File: src/rtl/assert_macros.svh
// assertion helpers shared by the cell, tail and top-level rtl files
`ifndef ASSERT_MACROS_SVH
`define ASSERT_MACROS_SVH

// checked only while out of reset
`define ASSERT_RST(label, clk, rst_n, prop, msg) \
  label: assert property (@(posedge clk) disable iff (!rst_n) prop) else $error(msg);

// checked at every edge, reset included
`define ASSERT_ANY(label, clk, prop, msg) \
  label: assert property (@(posedge clk) prop) else $error(msg);

`endif

File: src/rtl/ngcs_pkg.sv
`default_nettype none

package ngcs_pkg;

  localparam int LAT_W      = 27;
  localparam int BLAT_W     = 24;
  localparam int BLON_W     = 25;
  localparam int SPL_REG_W  = 12;
  localparam int CFG_IDX_W  = 3;
  localparam int CFG_DATA_W = 25;
  localparam int NCORNER    = 4;
  localparam int DIFF_W     = 28;
  localparam int SQ_W       = 55;
  localparam int DIST_W     = 56;

  localparam logic [CFG_IDX_W-1:0] CFG_BOX_MIN_LAT      = 3'd0;
  localparam logic [CFG_IDX_W-1:0] CFG_BOX_MAX_LAT      = 3'd1;
  localparam logic [CFG_IDX_W-1:0] CFG_BOX_MIN_LON      = 3'd2;
  localparam logic [CFG_IDX_W-1:0] CFG_BOX_MAX_LON      = 3'd3;
  localparam logic [CFG_IDX_W-1:0] CFG_SAMPLES_PER_LINE = 3'd4;

  typedef struct packed {
    logic vld;
    logic eoi;
    logic good;
    logic first_samp;
    logic first_line;
  } ngcs_ctl_t;

  typedef logic [NCORNER-1:0][DIST_W-1:0] dist_vec_t;

endpackage

`default_nettype wire

File: src/rtl/ngcs_tail.sv
`default_nettype none

`include "assert_macros.svh"

module ngcs_tail import ngcs_pkg::*; #(
  parameter int LINE_W    = 13,
  parameter int SAMPLE_W  = 12,
  parameter int FRAC_BITS = 16
) (
  input  wire logic                    clk,
  input  wire logic                    rst_n,
  input  wire logic                    en,
  input  wire ngcs_ctl_t               ctl_i,
  input  wire logic signed [LAT_W-1:0] lat_i,
  input  wire logic signed [LAT_W-1:0] lon_i,
  input  wire logic [LINE_W-1:0]       lmin_i,
  input  wire logic [LINE_W-1:0]       lmax_i,
  input  wire logic [SAMPLE_W-1:0]     smin_i,
  input  wire logic [SAMPLE_W-1:0]     smax_i,
  input  wire logic                    out_stall,
  output logic                         out_valid,
  output logic [LINE_W-1:0]            out_start_line,
  output logic [SAMPLE_W-1:0]          out_start_sample,
  output logic [LINE_W-1:0]            out_window_lines,
  output logic [SAMPLE_W-1:0]          out_window_samples,
  output logic                         out_not_in_image,
  output logic signed [LAT_W-1:0]      out_seen_min_lat,
  output logic signed [LAT_W-1:0]      out_seen_max_lat,
  output logic signed [LAT_W-1:0]      out_seen_min_lon,
  output logic signed [LAT_W-1:0]      out_seen_max_lon,
  output logic                         out_ascending
);

  localparam longint DEG_ONE = longint'(1) << FRAC_BITS;
  localparam logic signed [LAT_W-1:0] POS999 = LAT_W'(999 * DEG_ONE);
  localparam logic signed [LAT_W-1:0] NEG999 = LAT_W'(-999 * DEG_ONE);

  logic signed [LAT_W-1:0] bmin_lat_r, bmax_lat_r, bmin_lon_r, bmax_lon_r;
  logic signed [LAT_W-1:0] first_lat_r, last_lat_r;
  logic signed [LAT_W-1:0] bmin_lat_nxt, bmax_lat_nxt, bmin_lon_nxt, bmax_lon_nxt;
  logic signed [LAT_W-1:0] first_lat_nxt, last_lat_nxt;
  logic                    take;
  logic                    out_valid_r;

  logic [LINE_W-1:0]       start_line_r, window_lines_r;
  logic [SAMPLE_W-1:0]     start_sample_r, window_samples_r;
  logic                    not_in_image_r, ascending_r;
  logic signed [LAT_W-1:0] seen_min_lat_r, seen_max_lat_r, seen_min_lon_r, seen_max_lon_r;

  assign take = en && ctl_i.vld;

  always_comb begin
    bmin_lat_nxt  = (ctl_i.good && (lat_i < bmin_lat_r)) ? lat_i : bmin_lat_r;
    bmax_lat_nxt  = (ctl_i.good && (lat_i > bmax_lat_r)) ? lat_i : bmax_lat_r;
    bmin_lon_nxt  = (ctl_i.good && (lon_i < bmin_lon_r)) ? lon_i : bmin_lon_r;
    bmax_lon_nxt  = (ctl_i.good && (lon_i > bmax_lon_r)) ? lon_i : bmax_lon_r;
    first_lat_nxt = (ctl_i.first_samp && ctl_i.first_line) ? lat_i : first_lat_r;
    last_lat_nxt  = (ctl_i.first_samp && !ctl_i.first_line) ? lat_i : last_lat_r;
  end

  always_ff @(posedge clk) begin
    if (!rst_n) begin
      out_valid_r <= 1'b0;
      bmin_lat_r  <= POS999;
      bmax_lat_r  <= NEG999;
      bmin_lon_r  <= POS999;
      bmax_lon_r  <= NEG999;
      first_lat_r <= '0;
      last_lat_r  <= '0;
    end else begin
      if (out_valid_r && !out_stall) begin
        out_valid_r <= 1'b0;
      end
      if (take) begin
        if (ctl_i.eoi) begin
          out_valid_r <= 1'b1;
          bmin_lat_r  <= POS999;
          bmax_lat_r  <= NEG999;
          bmin_lon_r  <= POS999;
          bmax_lon_r  <= NEG999;
          first_lat_r <= '0;
          last_lat_r  <= '0;
        end else begin
          bmin_lat_r  <= bmin_lat_nxt;
          bmax_lat_r  <= bmax_lat_nxt;
          bmin_lon_r  <= bmin_lon_nxt;
          bmax_lon_r  <= bmax_lon_nxt;
          first_lat_r <= first_lat_nxt;
          last_lat_r  <= last_lat_nxt;
        end
      end
    end
  end

  // result register, loaded by the end-of-image point
  always_ff @(posedge clk) begin
    if (take && ctl_i.eoi) begin
      start_line_r     <= lmin_i;
      start_sample_r   <= smin_i;
      window_lines_r   <= lmax_i - lmin_i + LINE_W'(1);
      window_samples_r <= smax_i - smin_i + SAMPLE_W'(1);
      not_in_image_r   <= (lmin_i == '0) || (smin_i == '0);
      seen_min_lat_r   <= bmin_lat_nxt;
      seen_max_lat_r   <= bmax_lat_nxt;
      seen_min_lon_r   <= bmin_lon_nxt;
      seen_max_lon_r   <= bmax_lon_nxt;
      ascending_r      <= last_lat_nxt > first_lat_nxt;
    end
  end

  assign out_valid          = out_valid_r;
  assign out_start_line     = start_line_r;
  assign out_start_sample   = start_sample_r;
  assign out_window_lines   = window_lines_r;
  assign out_window_samples = window_samples_r;
  assign out_not_in_image   = not_in_image_r;
  assign out_seen_min_lat   = seen_min_lat_r;
  assign out_seen_max_lat   = seen_max_lat_r;
  assign out_seen_min_lon   = seen_min_lon_r;
  assign out_seen_max_lon   = seen_max_lon_r;
  assign out_ascending      = ascending_r;

  `ASSERT_RST(a_result_from_eoi, clk, rst_n, $rose(out_valid_r) |-> $past(en && ctl_i.vld && ctl_i.eoi), "result appeared without an end-of-image point")
  `ASSERT_ANY(a_reset_clears_out, clk, !rst_n |=> !out_valid_r, "result valid survived reset")

endmodule

`default_nettype wire

File: config.mk
export PLATFORM = sky130hd
export DESIGN_NAME = ngcs_tail
export DESIGN_NICKNAME = d
export VERILOG_FILES = /design/src/rtl/ngcs_pkg.sv /design/src/rtl/ngcs_tail.sv
export VERILOG_INCLUDE_DIRS = /design/src /design/src/rtl
export SDC_FILE = /design/constraint.sdc
export NUM_CORES = 1
export LEC_CHECK = 0
export ABC_AREA = 0
export BUFFER_PORTS_ARGS = -buffer_cell sky130_fd_sc_hd__buf_2
export CORE_UTILIZATION = 50
export DETAILED_ROUTE_END_ITERATION = 6
export GPL_TIMING_DRIVEN = 1
export PLACE_DENSITY = 0.72
export SYNTH_ARGS = -nofsm -noshare
export SYNTH_HDL_FRONTEND = slang
export SYNTH_SLANG_ARGS = --single-unit
File: constraint.sdc
create_clock -name clk -period 4.5 [get_ports clk]
set_clock_uncertainty 0.1 [all_clocks]
set_input_delay 0 -clock clk [delete_from_list [all_inputs] [get_ports clk]]
set_output_delay 0 -clock clk [all_outputs]
set_load 0.02 [all_outputs]
### Yosys cells after proc, flatten, opt, wreduce, memory -nomap -nowiden

Cells that the tools add are included.

| storage, ports and cells | value |
|---|---|
| logic and storage cells | 55 |
| output and inout port bits | 161 |
| register bits after elaboration | 323 |

| operators by class | value |
|---|---|
| reductions and logical operators | 14 |
| magnitude comparators | 5 |
| multiplexer cells | 15 |
| add/sub/neg operators | 4 |

Operator list:

| kind | count |
|---|---|
| 2-to-1 mux 27 bit | 12 |
| greater-than comparator 27 bit | 3 |
| less-than comparator 27 bit | 2 |
| adder 13 x 1 -> 13 bit (second input constant) | 1 |
| logical NOT 13 bit | 1 |
| subtractor 13 bit | 1 |
| adder 12 x 1 -> 12 bit (second input constant) | 1 |
| logical NOT 12 bit | 1 |
| subtractor 12 bit | 1 |
| logical AND 1 bit | 9 |
| 2-to-1 mux 1 bit | 3 |
| logical NOT 1 bit | 2 |
| logical OR 1 bit | 1 |

### Depth between registers and ports, before layout

| logic depth | value |
|---|---|
| word-level depth | 5 |
| depth in mapped cells | 13 |
| mapped depth without buffers | 13 |

### Worst setup path after synthesis

No wires, ideal clock.

| timing path | value |
|---|---|
| kind | in2reg |
| start point | in en |
| end point | reg ascending_r, in the netlist out_ascending, enable pin |
| path slack | 460 ps |
| data arrival time | 3428 ps |
| stages on the path | 3 |
| setup time | 513 ps |
| buffers on the path | 0 |
| cell sequence | and2_0 -> nand2_1 -> inv_1 |

| between the ends | value |
|---|---|
| longest elaborated chain between the ends | 2 |

Ends and longest elaborated chain:

| element | line | text |
|---|---|---|
| start: declaration | ngcs_tail.sv:12 | `input wire logic en,` |
| logical AND 1 bit | ngcs_tail.sv:50 | `assign take = en && ctl_i.vld;` |
| logical AND 1 bit | ngcs_tail.sv:97 | `if (take && ctl_i.eoi) begin` |
| end signal: assignment | ngcs_tail.sv:107 | `ascending_r <= last_lat_nxt > first_lat_nxt;` |
| end: declaration | ngcs_tail.sv:47 | `logic not_in_image_r, ascending_r;` |

No other way between the ends.
A chain may end at the register's enable or synchronous reset.

### Worst setup path after layout

| timing path | value |
|---|---|
| start point | reg bmax_lat_r[1] |
| end point | reg bmax_lat_r[0] |

| between the ends | value |
|---|---|
| longest elaborated chain between the ends | 4 |

Ends and longest elaborated chain:

| element | line | text |
|---|---|---|
| start: declaration | ngcs_tail.sv:38 | `logic signed [LAT_W-1:0] bmin_lat_r, bmax_lat_r, bmin_lon_r, bmax_lon_r;` |
| start signal: assignment | ngcs_tail.sv:85 | `bmax_lat_r <= bmax_lat_nxt;` |
| greater-than comparator 27 bit | ngcs_tail.sv:54 | `bmax_lat_nxt = (ctl_i.good && (lat_i > bmax_lat_r)) ? lat_i : bmax_lat_r;` |
| logical AND 1 bit | ngcs_tail.sv:54 |  |
| 2-to-1 mux 27 bit | ngcs_tail.sv:54 |  |
| 2-to-1 mux 27 bit | ngcs_tail.sv:75 | `if (ctl_i.eoi) begin` |

No other way between the ends.

==> results.yml <==
setup_path:
  r2r_end: "bmax_lat_r[0]"
  worstReg2RegStart: "bmax_lat_r[1]"
  worstPathArrival_ns: 3.97
  cp_max_fo: 19
  reg2reg_setup_slack_ns: 0.88
  cp-start-kind: "flip-flop"
  critical_path_class: "flip-flop to flip-flop"
  required_ns: 4.85
  reg2reg_depth: 10
  end_kind: "flip-flop"
cts:
  cts_resized: 0
  clk_path_buf_depth: 3
  post_cts_buffers: 0
  clk_pin_slew_ns: 0.06
  cts-root-buf: "clkbuf_16"
  cts_made_buffers: 37
  clock_latency_ns: 0.54
  cts_tree: "yes"
  htree_levels: 2
  cts.sinks: 323
grt:
  grt_busiest_layer: "met2"
  grt_pass1_wl_um: 70000
  grtUsageMet3: 0.0330
  use_met1: 0.313
  grt_usage: 0.246
  grt_pass1_vias: 13600
  grtUsageMet2: 0.426
  antenna_found_initial: 0
  grt_max_degree: 69
  gr-total-overflow: 0
worst_hold_path:
  whs_endpoint: "out_window_samples[6]"
  whs_path_depth: 4
  holdCritPathClass: "input port to flip-flop"
  min_from: "smax_i[6]"
die:
  die-area_um2: 35700
  rows: 68
  design.core.area_um2: 34500
  start_util: 0.508
  die_x_um: 189
  pin_count: 274
  fp.dieH_um: 189
synthesis:
  synth_cell_types: 73
  synth_warnings: 0
  synth_edf_count: 160
  ys_ff_latch: 323
  yosysTopAreaCellShare: 0.275
  syn_nets: 1893
  synth_cells: 1601
  avgSynthCellArea_um2: 10.9
  syn-cell-area_um2: 17500
  synthTopCellsByArea: "edfxtp_1 (27%), dfxtp_1 (19%), ha_1 (13%)"
  yosysSeqAreaShare: 0.461
  yosysTopAreaCell: "edfxtp_1"
  synth-async-reset-ratio: 0
  synth_flop_cell: "dfxtp_1"
cells_and_area:
  syn_to_final_growth_pct: 22.6
  fillers: 2792
  final_util: 0.622
  layout-drive-gt1-share: 0.252
  fin_nets: 2265
  antenna_cells: 0
sta:
  fin_setup_tns_ns: 0
  relSlewSlack: 0.214
  layout_min_cycle_time_ns: 3.62
  worstMarginPinSlew_ns: 1.18
  grt_setup_unrepaired: "no"
  finalHoldViolCount: 0
  fmax_mhz: 276
  report.final.slew_viol_count: 0
  setup_viol: 0
  post-route-period-util: 0.804
routing:
  wl_per_cell_um: 18.2
  drt-total-wl_um: 44700
  first_pass_iters: 7
  drc: 0
  postRouteAntennaNets: 0
  avgViaCountPerCell: 5.52
  drtIter0Drc: 737
  vias: 13600
placement:
  dpl.hpwl_um: 30800
  portBuffers: 273
  place_congestion: 0.878
power_and_ir_drop:
  ir_drop_mv: 0.258
  p_leak_nw: 9.28
  powerDensity_nw_per_um2: 341
outcome:
  outcome: "complete, no violations"
run:
  maxCapViolCount: 0
==> registers in the layout, indices dropped and copies added (netlist names) <==
register,flops
first_lat_r,27
out_seen_min_lon,27
bmax_lon_r,27
out_start_sample,12
out_start_line,13
out_valid,1
bmin_lat_r,27
out_seen_max_lon,27
out_seen_min_lat,27
out_seen_max_lat,27
out_window_lines,13
last_lat_r,27
bmin_lon_r,27
out_window_samples,12
out_ascending,1
bmax_lat_r,27
out_not_in_image,1
==> what timing repair did <==
action                     CTS  global route
hold endpoints to repair   293             0
setup endpoints to repair    0             0
hold buffers                97             0
==> metal layers <==
layer	part of all wire	wire, um	up-vias
met5	0	0	-
met4	0.031	1400	0
met3	0.056	2500	91
met2	0.49	21700	438
met1	0.43	19100	6493
li1	-	-	6535
==> cells in the mapped netlist, types with 4 or more instances <==
master    count
a21boi_0      5
nand2_1     176
ha_1        177
buf_6         6
nand3_1      44
mux2i_1      74
xnor2_1      12
edfxtp_1    160
nand4_1      20
o31a_1        4
clkbuf_1     34
a22oi_1      27
o21a_1        7
nor3_1        6
a22o_1       38
mux2_4       20
and2_1       29
a21oi_1      57
xor2_1        6
inv_1       153
or2_2         5
nor4_1        9
nor2_1       22
a21o_1       21
a221o_1       8
mux2_2      112
dfxtp_1     163
o21ai_0      71
or3_1         5
a211oi_1      4
o211ai_1     14
nor2b_1      40
buf_4        10
==> cell families after synthesis <==
logic type	count (synthesis)	share of synthesized area
AOI/OAI and AO/OA	284	0.111
xor gates and xnor gates	18	0.00901
adders and majority gates	179	0.129
buffers and inverters	209	0.0498
DFF	323	0.461
muxes	208	0.133
and+or+nand+nor	380	0.107
==> cells in the final DEF, fill, tap and decap left out, types with 21 or more instances in the layout <==
cell type,Yosys,layout
a21o_1,21,21
a21oi_1,57,57
a22o_1,38,38
a22oi_1,27,27
and2_1,29,28
buf_2,3,273
clkbuf_16,0,39
dfxtp_1,163,163
dlygate4sd3_1,0,97
edfxtp_1,160,160
ha_1,177,177
inv_1,153,152
mux2_2,112,112
mux2i_1,74,74
nand2_1,176,175
nand3_1,44,44
nor2_1,22,22
nor2b_1,40,38
o21ai_0,71,71
==> cell type report <==
type                    instances  area [um^2]  share of cell area
well taps                     455          569              0.0265
flip-flops and latches        323         8070               0.376
clock buffers                  46         1020              0.0477
repair buffers                389         2480               0.116
inverters                     153          579              0.0270
multi-input cells            1069         8570               0.400
clock inverters                21          156             0.00729
==> through the flow <==
stage	std cells	worst slack (ns)	instance area, um^2	hold WS, ns	power [W]
after floorplan	1601	0.460	17500	-0.00113	0.00401
after global placement	2292	0.961	19300	0.0992	0.00432
after detailed placement	2292	0.934	19300	0.0964	0.00435
after CTS	2456	0.921	21400	0.00168	0.00734
after global routing	2456	0.750	21400	0.0328	0.00757
final	2456	0.883	21400	0.00634	0.00730
==> critical path, stage by stage, from the launching register on <==
cell     delay [ns]
dfxtp_1        0.36
inv_1          0.06
ha_1           0.28
nor2b_1        0.13
o21ai_0        0.14
a21oi_1        0.09
o41ai_1        0.88
and4_1         0.39
or2_1          0.42
buf_4          0.42
mux2i_1        0.25
==> power breakdown <==
group,total [W],switching [W],internal [W]
Combinational,0.00114,0.000646,0.000493
Clock,0.00293,0.00125,0.00168
Sequential,0.00323,0.0000335,0.00320
Total,0.00730,0.00193,0.00538
==> worst max path at each step <==
stage | end | startpoint | slack [ns] | cells past startpoint
2_1_floorplan | out_ascending | en | 0.46 | 3
3_3_place_gp | out_seen_min_lat[7] | bmin_lat_r[26] | 0.96 | 9
3_5_place_dp | out_seen_min_lat[19] | bmin_lat_r[26] | 0.93 | 9
4_1_cts | out_seen_min_lat[22] | bmin_lat_r[26] | 0.92 | 9
5_1_grt | bmax_lat_r[8] | bmax_lat_r[1] | 0.75 | 10
6_report | bmax_lat_r[0] | bmax_lat_r[1] | 0.88 | 10
(Power assumes the default switching activity.)
