File: src/rtl/assert_macros.svh
// assertion helpers shared by the cell, tail and top-level rtl files
`ifndef ASSERT_MACROS_SVH
`define ASSERT_MACROS_SVH

// checked only while out of reset
`define ASSERT_RST(label, clk, rst_n, prop, msg) \
  label: assert property (@(posedge clk) disable iff (!rst_n) prop) else $error(msg);

// checked at every edge, reset included
`define ASSERT_ANY(label, clk, prop, msg) \
  label: assert property (@(posedge clk) prop) else $error(msg);

`endif

File: src/rtl/ngcs_pkg.sv
`default_nettype none

package ngcs_pkg;

  localparam int LAT_W      = 27;
  localparam int BLAT_W     = 24;
  localparam int BLON_W     = 25;
  localparam int SPL_REG_W  = 12;
  localparam int CFG_IDX_W  = 3;
  localparam int CFG_DATA_W = 25;
  localparam int NCORNER    = 4;
  localparam int DIFF_W     = 28;
  localparam int SQ_W       = 55;
  localparam int DIST_W     = 56;

  localparam logic [CFG_IDX_W-1:0] CFG_BOX_MIN_LAT      = 3'd0;
  localparam logic [CFG_IDX_W-1:0] CFG_BOX_MAX_LAT      = 3'd1;
  localparam logic [CFG_IDX_W-1:0] CFG_BOX_MIN_LON      = 3'd2;
  localparam logic [CFG_IDX_W-1:0] CFG_BOX_MAX_LON      = 3'd3;
  localparam logic [CFG_IDX_W-1:0] CFG_SAMPLES_PER_LINE = 3'd4;

  typedef struct packed {
    logic vld;
    logic eoi;
    logic good;
    logic first_samp;
    logic first_line;
  } ngcs_ctl_t;

  typedef logic [NCORNER-1:0][DIST_W-1:0] dist_vec_t;

endpackage

`default_nettype wire

File: src/rtl/ngcs_cell.sv
`default_nettype none

`include "assert_macros.svh"

module ngcs_cell import ngcs_pkg::*; #(
  parameter int LINE_W   = 13,
  parameter int SAMPLE_W = 12
) (
  input  wire logic                    clk,
  input  wire logic                    rst_n,
  input  wire logic                    en,
  input  wire ngcs_ctl_t               ctl_i,
  input  wire logic [LINE_W-1:0]       line_i,
  input  wire logic [SAMPLE_W-1:0]     samp_i,
  input  wire logic signed [LAT_W-1:0] lat_i,
  input  wire logic signed [LAT_W-1:0] lon_i,
  input  wire dist_vec_t               dist_i,
  input  wire logic [LINE_W-1:0]       lmin_i,
  input  wire logic [LINE_W-1:0]       lmax_i,
  input  wire logic [SAMPLE_W-1:0]     smin_i,
  input  wire logic [SAMPLE_W-1:0]     smax_i,
  output ngcs_ctl_t                    ctl_o,
  output logic [LINE_W-1:0]            line_o,
  output logic [SAMPLE_W-1:0]          samp_o,
  output logic signed [LAT_W-1:0]      lat_o,
  output logic signed [LAT_W-1:0]      lon_o,
  output dist_vec_t                    dist_o,
  output logic [LINE_W-1:0]            lmin_o,
  output logic [LINE_W-1:0]            lmax_o,
  output logic [SAMPLE_W-1:0]          smin_o,
  output logic [SAMPLE_W-1:0]          smax_o
);

  logic [DIST_W-1:0]       best_dist_r;
  logic [LINE_W-1:0]       best_line_r;
  logic [SAMPLE_W-1:0]     best_sample_r;
  logic                    upd;
  logic [LINE_W-1:0]       bl;
  logic [SAMPLE_W-1:0]     bs;
  logic [LINE_W-1:0]       lmin_nxt, lmax_nxt;
  logic [SAMPLE_W-1:0]     smin_nxt, smax_nxt;

  ngcs_ctl_t               ctl_r;
  logic [LINE_W-1:0]       line_r, lmin_r, lmax_r;
  logic [SAMPLE_W-1:0]     samp_r, smin_r, smax_r;
  logic signed [LAT_W-1:0] lat_r, lon_r;
  dist_vec_t               dist_r;

  always_comb begin
    upd      = ctl_i.vld && ctl_i.good && (dist_i[0] < best_dist_r);
    bl       = upd ? line_i : best_line_r;
    bs       = upd ? samp_i : best_sample_r;
    lmin_nxt = (bl < lmin_i) ? bl : lmin_i;
    lmax_nxt = (bl > lmax_i) ? bl : lmax_i;
    smin_nxt = (bs < smin_i) ? bs : smin_i;
    smax_nxt = (bs > smax_i) ? bs : smax_i;
  end

  always_ff @(posedge clk) begin
    if (!rst_n) begin
      ctl_r         <= '0;
      best_dist_r   <= '1;
      best_line_r   <= '0;
      best_sample_r <= '0;
    end else if (en) begin
      ctl_r <= ctl_i;
      priority if (ctl_i.vld && ctl_i.eoi) begin
        best_dist_r   <= '1;
        best_line_r   <= '0;
        best_sample_r <= '0;
      end else if (upd) begin
        best_dist_r   <= dist_i[0];
        best_line_r   <= line_i;
        best_sample_r <= samp_i;
      end else begin
        best_dist_r   <= best_dist_r;
      end
    end
  end

  // next cell sees its own corner at position zero
  always_ff @(posedge clk) begin
    if (en) begin
      line_r <= line_i;
      samp_r <= samp_i;
      lat_r  <= lat_i;
      lon_r  <= lon_i;
      dist_r <= dist_i >> DIST_W;
      lmin_r <= lmin_nxt;
      lmax_r <= lmax_nxt;
      smin_r <= smin_nxt;
      smax_r <= smax_nxt;
    end
  end

  assign ctl_o  = ctl_r;
  assign line_o = line_r;
  assign samp_o = samp_r;
  assign lat_o  = lat_r;
  assign lon_o  = lon_r;
  assign dist_o = dist_r;
  assign lmin_o = lmin_r;
  assign lmax_o = lmax_r;
  assign smin_o = smin_r;
  assign smax_o = smax_r;

  `ASSERT_RST(a_best_consistent, clk, rst_n, ((best_line_r == '0) == (best_dist_r == '1)) && ((best_sample_r == '0) == (best_line_r == '0)), "corner best line, sample and distance disagree")

endmodule

`default_nettype wire

File: config.mk
export PLATFORM = sky130hd
export DESIGN_NAME = ngcs_cell
export DESIGN_NICKNAME = d
export VERILOG_FILES = /design/src/rtl/ngcs_pkg.sv /design/src/rtl/ngcs_cell.sv
export VERILOG_INCLUDE_DIRS = /design/src /design/src/rtl
export SDC_FILE = /design/constraint.sdc
export NUM_CORES = 1
export LEC_CHECK = 0
export BUFFER_PORTS_ARGS = -buffer_cell sky130_fd_sc_hd__buf_2
export CORE_AREA = 10 10 273 275
export DETAILED_ROUTE_END_ITERATION = 10
export DIE_AREA = 0 0 283 285
export PLACE_DENSITY = 0.55
export SKIP_CTS_REPAIR_TIMING = 1
export SLEW_MARGIN = 20
export SYNTH_ARGS = -nofsm -noshare
export SYNTH_HDL_FRONTEND = slang
export SYNTH_SLANG_ARGS = --single-unit
File: constraint.sdc
create_clock -name clk -period 8.2 [get_ports clk]
set_input_delay 2.46 -clock clk [delete_from_list [all_inputs] [get_ports clk]]
set_output_delay 2.46 -clock clk [all_outputs]
set_load 0.05 [all_outputs]
* Yosys cells after proc, flatten, opt, wreduce, memory -nomap -nowiden
Cells that the tools add are included.
Operators by class: order comparisons 5, mux-type cells 10, reduce and logical (&&, ||, !) cells 5
Operators by type and width (count):
- two-way mux 56 bit | 2
- < comparator 56 bit | 1
- two-way mux 13 bit | 4
- two-way mux 12 bit | 4
- > comparator 13 bit | 1
- < comparator 13 bit | 1
- > comparator 12 bit | 1
- < comparator 12 bit | 1
- logical AND 1 bit | 3
- AND reduction 2 bit | 1
- nonzero test 2 bit | 1
Storage, ports and cells: register bits 383, output and inout bits 358, word-level logic and storage cells 39

* Depth between registers and ports, before layout
Gate-level depths: netlist of run 1.
depth in word-level cells 5, gate-level depth with buffers 21

* Worst setup path after synthesis of run 1
Ideal clock, no wire load.
path type input-to-reg, start in dist_i[7] (netlist name), end reg lmax_r[10] (netlist: lmax_o[10]) (data pin), setup time 260 ps, arrival time 6838 ps, required time 7940 ps, slack 1102 ps, stages 20, path buffers 2, cells stage by stage ha_1 -> nand2_1 -> nor2_1 -> o211ai_1 -> a2111oi_2 -> a2111oi_2 -> o31ai_4 -> buf_2 -> mux2_2 -> ha_1 -> nor2b_1 -> o21a_1 -> o21a_1 -> o21a_1 -> o21a_1 -> o21bai_1 -> a31oi_1 -> o21ai_0 -> clkbuf_1 -> mux2_2
Between the ends: word-level cells in the longest chain between the ends 5
Ends and longest elaborated chain:
- start: declaration | RTL line ngcs_cell.sv:17 | input wire dist_vec_t dist_i,
- < comparator 56 bit (*) | RTL line ngcs_cell.sv:50 | upd = ctl_i.vld && ctl_i.good && (dist_i[0] < best_dist_r);
- logical AND 1 bit (*) | RTL line ngcs_cell.sv:50
- two-way mux 13 bit (*)
- > comparator 13 bit | RTL line ngcs_cell.sv:54 | lmax_nxt = (bl > lmax_i) ? bl : lmax_i;
- two-way mux 13 bit (*) | RTL line ngcs_cell.sv:54
- net lmax_nxt[10] | RTL line ngcs_cell.sv:40 | logic [LINE_W-1:0] lmin_nxt, lmax_nxt;
- end signal: assignment | RTL line ngcs_cell.sv:90 | lmax_r <= lmax_nxt;
- end: declaration | RTL line ngcs_cell.sv:44 | logic [LINE_W-1:0] line_r, lmin_r, lmax_r;
The timed path passes the listed nets; every way through them passes the cells marked *. A chain may end at the register's enable or synchronous reset.

* Worst setup path in the final report of run 1
start in dist_i[11] (netlist name), end reg lmin_r[2] (netlist: lmin_o[2]) (data pin)
Between the ends: word-level cells in the longest chain between the ends 5
Ends and longest elaborated chain:
- < comparator 56 bit (*) | RTL line ngcs_cell.sv:50
- logical AND 1 bit (*) | RTL line ngcs_cell.sv:50
- two-way mux 13 bit (*)
- < comparator 13 bit | RTL line ngcs_cell.sv:53 | lmin_nxt = (bl < lmin_i) ? bl : lmin_i;
- two-way mux 13 bit (*) | RTL line ngcs_cell.sv:53
- net lmin_nxt[2] | RTL line ngcs_cell.sv:40
- end signal: assignment | RTL line ngcs_cell.sv:89 | lmin_r <= lmin_nxt;
- end: declaration | RTL line ngcs_cell.sv:44
Marks and branches as above.

==> metrics.yaml, run 1 <==
dr.pass1.iters: 5
start_kind: "input port"
dp_slack_ns: 0.489
numPortBuffers: 662
place_area_um2: 20100
status: "complete, no violations"
ys_seq_area_share_pct: 67.4
cts_tree: "built"
tightest_slew_ns: 0.887
grt_antenna_before_repair: 23
die_w_um: 283
viasPerCell: 4.14
synth_warnings: 0
drt_wl_total_um: 59000
clock_latency_ns: 0.57
vias: 11594
syn_inst: 1132
period_share_pct: 86.2
grt_pass1_vias: 12222
yosys_register_bits: 383
clock-root-buffer: "clkbuf_16"
peakVddDrop_uv: 129
p_leak_nw: 9.94
cp_max_fo: 17
path_class: "input port to register"
hpwl_um: 47800
slew_violations: 0
synth_edf_count: 297
syn-mean-instance-area_um2: 14.0
yosys-top-cells-area: "edfxtp_1 (56%), dfxtp_1 (11%), ha_1 (8.2%)"
cts_max_level: 2
clock_sinks: 383
cts_inserted_buffers: 46
grt_pass1_wl_um: 84100
hold_violations: 0
fin_skew_ns: 0.0212
detail-route-antenna-nets: 0
synthDistinctLibCells: 54
syn_area_um2: 15800
fin_nets: 2285
fin_setup_tns_ns: 0
yosys.area.top_type: "edfxtp_1"
fp-row-count: 97
area_growth_pct: 36.6
design_area_um2: 21600
die_y_um: 285
cp-end-kind: "register"
grt_overflow: 0
drc_errors: 0
max_freq_mhz: 141
finalSetupViolCount: 0
cap_violations: 0
holdWs_ns: 0.470
p_per_area_nw_per_um2: 244
drt_iter0_drc: 579
core_region_area_um2: 69300
place_congestion: 0.895
rsz0062_at_grt: "no"
grt_start_max_net_pins: 159
timing.final.ws_setup_ns: 1.13
hp-class: "register to register"
ioPinCount: 719
grt_use_total_pct: 13.9
cp.required_ns: 8.51
drive_gt1_share_pct: 43.8
synth_top_area_share_pct: 56.5
cp.arrival_ns: 7.38
path_clk_slew_ns: 0.06
async_reset_ff_share_pct: 0
synth_top_flop_cell: "edfxtp_1"
clk_path_buf_depth: 3
die_area_um2: 80700
wl_per_cell_um: 21.0
relSlewSlack_pct: 40.9
finalCriticalPeriod_ns: 7.07
start_util_pct: 22.8
==> placed cells by master, fill, tap and decap left out, types with 47 or more instances in the layout <==
cell | synthesis | final
a21oi_1 | 55 | 55
inv_1 | 105 | 105
dfxtp_1 | 86 | 86
edfxtp_1 | 297 | 297
o22ai_1 | 58 | 58
nand2_1 | 93 | 93
clkbuf_16 | 0 | 47
mux2_2 | 56 | 56
conb_1 | 1 | 56
ha_1 | 103 | 103
nor2b_1 | 54 | 54
buf_2 | 8 | 661
==> sequential cells by signal, summed over array words and instances, names as in the netlist <==
register / count
lmax_o: 13
best_sample_r: 12
lmin_o: 13
smax_o: 12
dist_o: 168
ctl_o: 5
line_o: 13
best_dist_r: 56
best_line_r: 13
lat_o: 27
smin_o: 12
lon_o: 27
samp_o: 12
==> per-stage QoR <==
stage	cells	utilization, %	power (W)
6_report	2803	31.1	0.00526
5_1_grt	2800	31.1	0.00548
4_1_cts	2799	31.1	0.00535
3_5_place_dp	2713	28.9	0.00331
3_3_place_gp	2713	28.9	0.00330
2_1_floorplan	1187	-	0.00298
==> layer usage <==
layer  global-route usage [%]  vias up  part of all wire [%]
met5                        0        -                  0.28
met4                     3.37       24                   2.0
met3                     5.25       89                   8.6
met2                     26.1      501                    53
met1                     14.3     5582                    36
li1                         -     5398                     -
==> cells by family after synthesis <==
| group | synth area share [%] |
|---|---|
| AOI/OAI and AO/OA | 7.53 |
| adders and majority gates | 8.16 |
| buffers and inverters | 6.10 |
| DFF | 67.4 |
| muxes | 4.78 |
| other | 0.0237 |
| and+or+nand+nor | 6.04 |
==> power breakdown <==
part           switching [W]  internal [W]
registers          0.0000352       0.00224
logic               0.000748      0.000229
clock network       0.000819       0.00119
==> critical path, stage by stage <==
cell       delay (ns)
buf_2            0.12
ha_1             0.33
a21oi_1          0.13
o21ai_1          0.12
a2111oi_2        0.36
a2111oi_2        0.14
a2111oi_2        0.63
o31ai_4          0.13
buf_4            0.27
mux2_2           0.37
ha_1             0.31
a21o_1           0.17
a21o_1           0.17
a21o_1           0.17
a21oi_1          0.13
nor3b_1          0.06
a311oi_1         0.32
nand2_1          0.15
o21ai_4          0.41
mux2_2           0.40
==> cell type report <==
cell class	count	area [µm²]
clock inverters	28	277
diodes	4	10.0
inverters	105	394
flip-flops and latches	383	10600
multi-input cells	609	4410
repair buffers	676	3440
well taps	940	1180
clock buffers	58	1220
fillers	7076	47700
==> path summary, 6_finish.rpt <==
kind | startpoint | end | slack, ns | depth (start not counted)
worst max register to register | best_dist_r[9]$_SDFFE_PN1P_ | lmin_o[2]$_DFFE_PP_ | 2.77 | 20
worst min register to register | best_dist_r[18]$_SDFFE_PN1P_ | best_dist_r[18]$_SDFFE_PN1P_ | 0.47 | 2
worst min-delay path | best_dist_r[18]$_SDFFE_PN1P_ | best_dist_r[18]$_SDFFE_PN1P_ | 0.47 | 2
worst max-delay path | dist_i[11] | lmin_o[2]$_DFFE_PP_ | 1.13 | 20
==> cell usage after synthesis (all sizes together) (4+ instances only) <==
cell and n:
dfxtp 86, nor2 15, o22ai 58, mux2i 6
nand2 93, nor2b 54, nand4 14, a2111oi 4
o21ai 30, clkbuf 19, buf 71, a21oi 56
a21o 17, inv 105, mux2 61, ha 103
edfxtp 297, o21a 5
(Power assumes the default switching activity.)
==> run 2: changes to the inputs <==
Settings changed: RECOVER_POWER set to 100.
==> metrics.yaml, run 2 (synthesis results as in run 1) <==
clock_latency_ns: 0.56
place_congestion: 0.895
status: "finished, violations left"
layout_common_cells: "clkbuf_1 (346), buf_2 (333), edfxtp_1 (297)"
fin_skew_ns: 0.0205
drt_wl_total_um: 59300
path_class: "input port to register"
drive_gt1_share_pct: 25.5
drc_errors: 0
ioPinCount: 719
clock-root-buffer: "clkbuf_16"
max_freq_mhz: 134
p_leak_nw: 8.98
internal_power_w: 0.00362
grt_pass1_wl_um: 84100
die_area_um2: 80700
tightest_slew_ns: 2.93
slew_violations: 394
design_area_um2: 21100
power_switching_w: 0.00161
hp-class: "register to register"
finalSetupViolCount: 0
hold_depth: 2
layout_commonest_cell: "clkbuf_1"
grt_use_total_pct: 13.9
period_share_pct: 91.0
netSwitchingFraction_pct: 30.8
drt_iter0_drc: 524
cap_violations: 5
cts_tree: "built"
n_fill_cell: 7249
detail-route-antenna-nets: 0
clock_sinks: 383
rsz0062_at_grt: "no"
grt_overflow: 0
peakVddDrop_uv: 128
seq_area_um2: 10600
violations: "max-capacitance violations, max-slew violations"
hpwl_um: 47800
relSlewSlack_pct: -95.0
vias: 11575
cp.required_ns: 8.51
wl_per_cell_um: 21.1
viasPerCell: 4.13
multi_input_comb_area_um2: 4400
die_w_um: 283
largest_register_ffs: 168
die_y_um: 285
cp_max_fo: 17
clockPowerShare_pct: 38.4
place_area_um2: 20100
cp-end-kind: "register"
cts_max_level: 2
p_per_area_nw_per_um2: 248
grt_start_max_net_pins: 159
start_kind: "input port"
cp.arrival_ns: 7.77
path_clk_slew_ns: 0.06
layoutNonFillerInstCount: 2804
reg2reg_depth: 21
area_growth_pct: 33.6
fin_nets: 2285
seqPwrFrac_pct: 43.7
dr.pass1.iters: 5
hold_violations: 0
finalCriticalPeriod_ns: 7.46
numPortBuffers: 662
core_region_area_um2: 69300
fp-row-count: 97
dp_cells: 2713
start_util_pct: 22.8
cts_inserted_buffers: 46
grt_antenna_before_repair: 23
fin_setup_tns_ns: 0
combPwrFrac_pct: 17.9
clk_path_buf_depth: 3
grt_pass1_vias: 12222
[run 2: changes by cell type in the layout (fill, tap and decap cells not counted), sizes merged]
cell    delta
buf      -337
clkbuf   +337
diode      +1
[run 2: metrics by stage]
step	hold WS, ns	total power, W	worst slack [ns]	util (%)
3_3_place_gp	0.447	0.00330	0.566	28.9
6_report	0.469	0.00523	0.735	30.4
4_1_cts	0.473	0.00535	1.08	31.1
2_1_floorplan	0.433	0.00298	1.10	-
3_5_place_dp	0.454	0.00331	0.489	28.9
5_1_grt	0.486	0.00545	0.367	30.4
[run 2: area by class of cell]
| class | instances | share of cell area (%) |
|---|---|---|
| Sequential cell | 383 | 50.4 |
| Multi-Input combinational cell | 609 | 20.8 |
| Timing Repair Buffer | 676 | 14.1 |
| Clock buffer | 58 | 5.77 |
| Tap cell | 940 | 5.58 |
| Inverter | 105 | 1.87 |
| Clock inverter | 28 | 1.31 |
| Antenna cell | 5 | 0.0593 |
[run 2: routing by layer]
| metal | share of wire (%) | global-route usage (%) |
|---|---|---|
| met3 | 8.6 | 5.25 |
| met5 | 0.29 | 0 |
| met4 | 2.1 | 3.37 |
| met1 | 36 | 14.3 |
| met2 | 53 | 26.1 |
[run 2: worst paths after layout]
| path | to | slack [ns] | start |
|---|---|---|---|
| setup / recovery | lmax_o[2]$_DFFE_PP_ | 0.74 | dist_i[11] |
| setup reg to reg | lmax_o[2]$_DFFE_PP_ | 2.37 | best_dist_r[11]$_SDFFE_PN1P_ |
| hold / removal | best_dist_r[37]$_SDFFE_PN1P_ | 0.47 | best_dist_r[37]$_SDFFE_PN1P_ |
| hold reg to reg | best_dist_r[37]$_SDFFE_PN1P_ | 0.47 | best_dist_r[37]$_SDFFE_PN1P_ |
[run 2: power by group through the flow]
| stage | combinational (W) | clock (W) | sequential, W |
|---|---|---|---|
| 6_report | 0.000937 | 0.00201 | 0.00228 |
| 5_1_grt | 0.000992 | 0.00216 | 0.00230 |
| 4_1_cts | 0.000992 | 0.00208 | 0.00228 |
| 3_5_place_dp | 0.000989 | 0 | 0.00232 |
| 3_3_place_gp | 0.000984 | 0 | 0.00231 |
| 2_1_floorplan | 0.000234 | 0 | 0.00275 |
[run 2: worst max-delay path, stage by stage]
cell,delay [ns]
clkbuf_1,0.10
ha_1,0.34
a21oi_1,0.13
o21ai_0,0.14
a2111oi_0,0.46
a2111oi_0,0.26
a2111oi_2,0.64
o31ai_4,0.13
buf_4,0.27
mux2_1,0.44
ha_1,0.31
nor2b_1,0.13
o21a_1,0.16
o21a_1,0.16
o21a_1,0.16
o21a_1,0.16
o21bai_1,0.13
a31oi_1,0.12
o21ai_0,0.24
clkbuf_1,0.41
mux2_2,0.40
==> run 3: changes to the inputs <==
Settings changed: ABC_AREA set to 1, PLACE_DENSITY 0.55 to 0.56.
==> metrics.yaml, run 3 <==
finalCriticalPeriod_ns: 6.94
syn_area_um2: 15800
fin_skew_ns: 0.0230
status: "finished, violations left"
fin_nets: 2472
cts_max_level: 2
grt_overflow: 0
tightest_slew_ns: 4.26
syn-mean-instance-area_um2: 11.9
fin_setup_tns_ns: 0
die_y_um: 285
p_leak_nw: 9.24
clock_latency_ns: 0.59
cts_inserted_buffers: 46
dp_cells: 2900
relSlewSlack_pct: -184
numPortBuffers: 662
synth_top_area_share_pct: 56.3
cp_max_fo: 22
power_w: 0.00533
yosys_register_bits: 383
finalSetupViolCount: 0
period_share_pct: 84.6
grt_antenna_before_repair: 35
cap_violations: 4
yosys.area.top_type: "edfxtp_1"
drc_errors: 0
holdWs_ns: 0.462
wl_per_cell_um: 21.3
cts_tree: "built"
ioPinCount: 719
peakVddDrop_uv: 169
layoutNonFillerInstCount: 2996
largest_register_ffs: 168
cp.arrival_ns: 7.25
place_congestion: 0.890
synth_warnings: 0
clock_sinks: 383
layout_commonest_cell: "clkbuf_1"
viasPerCell: 4.15
path_clk_slew_ns: 0.06
hpwl_um: 51600
die_w_um: 283
grt_pass1_vias: 12630
synthTopCellsByCount: "nand2_1 (321), edfxtp_1 (297), inv_1 (153)"
max_freq_mhz: 144
cp.required_ns: 8.52
clock-root-buffer: "clkbuf_16"
ys_seq_area_share_pct: 67.2
synthDistinctLibCells: 38
slew_violations: 331
hp-class: "register to register"
n_fill_cell: 7246
async_reset_ff_share_pct: 0
grt_start_max_net_pins: 171
dr.pass1.iters: 5
detail-route-antenna-nets: 0
die_area_um2: 80700
yosys-top-cells-area: "edfxtp_1 (56%), dfxtp_1 (11%), ha_1 (8.1%)"
violations: "max-capacitance violations, max-slew violations"
rsz0062_at_grt: "no"
synth_most_common_cell: "nand2_1"
grt_pass1_wl_um: 88900
drt_wl_total_um: 64000
core_region_area_um2: 69300
grt_use_total_pct: 14.9
fp-row-count: 97
p_per_area_nw_per_um2: 252
vias: 12435
clk_path_buf_depth: 3
drt_iter0_drc: 708
start_kind: "input port"
hold_violations: 0
start_util_pct: 22.9
synth_top_flop_cell: "edfxtp_1"
synth_edf_count: 297
cp-end-kind: "register"
area_growth_pct: 33.3
drive_gt1_share_pct: 20.3
path_class: "input port to register"
layout_common_cells: "clkbuf_1 (346), buf_2 (329), nand2_1 (323)"
syn_inst: 1329
==> run 3: worst max-delay path: stages <==
cell,delay [ns]
buf_2,0.13
ha_1,0.30
nand2_1,0.05
nor2_1,0.29
nand4_1,0.18
nor3_1,0.28
nand2_1,0.10
nand2_1,0.63
buf_4,0.37
o21ai_0,0.26
ha_1,0.39
nand2_1,0.11
or4_1,0.53
o31ai_1,0.73
buf_4,0.33
o21ai_0,0.10
==> run 3: layout make-up <==
class                      instances  area [µm²]  share of cell area (%)
sequential                       383       10600                    50.4
multi-input combinational        750        4190                    19.9
timing repair buffer             672        2960                    14.0
clock buffer                      56        1210                    5.73
tap                              940        1180                    5.57
inverter                         155         582                    2.76
clock inverter                    29         322                    1.52
antenna                           11        27.5                   0.130
==> run 3: report_power, final <==
part	total (W)	switching [W]	internal (W)
combinational	0.000939	0.000772	0.000167
clock	0.00210	0.000876	0.00122
sequential	0.00229	0.0000381	0.00225
total	0.00533	0.00169	0.00364
==> run 3: metrics by stage <==
stage	setup slack (ns)	cell area [µm²]	util, %
5_1_grt	0.814	21100	30.4
3_3_place_gp	1.28	20000	28.9
4_1_cts	1.86	21600	31.1
3_5_place_dp	1.19	20000	28.9
2_1_floorplan	2.45	16000	-
6_report	1.26	21100	30.5
==> run 3: final timing paths <==
| kind | start | end | slack (ns) | cells past startpoint |
|---|---|---|---|---|
| setup / recovery | dist_i[37] | lmax_o[4]$_DFFE_PP_ | 1.26 | 16 |
| hold reg to reg | ctl_o[3]$_SDFFE_PN0P_ | ctl_o[3]$_SDFFE_PN0P_ | 0.46 | 2 |
| setup reg to reg | best_dist_r[23]$_SDFFE_PN1P_ | lmax_o[4]$_DFFE_PP_ | 2.88 | 18 |
| hold / removal | ctl_o[3]$_SDFFE_PN0P_ | ctl_o[3]$_SDFFE_PN0P_ | 0.46 | 2 |
==> run 3: metal layers <==
layer	vias to the layer above	GRT usage [%]	part of all wire (%)
li1	5831	-	-
met1	5870	14.7	35
met2	568	26.8	51
met3	142	6.00	9.1
met4	24	7.34	4.8
met5	-	0	0.24
==> run 3: kinds of logic after synthesis <==
family,Yosys count,synth area share [%]
other,1,0.0237
and+or+nand+nor,393,9.88
AOI/OAI and AO/OA,198,7.11
adders and majority gates,103,8.14
DFF,383,67.2
buffers and inverters,251,7.65
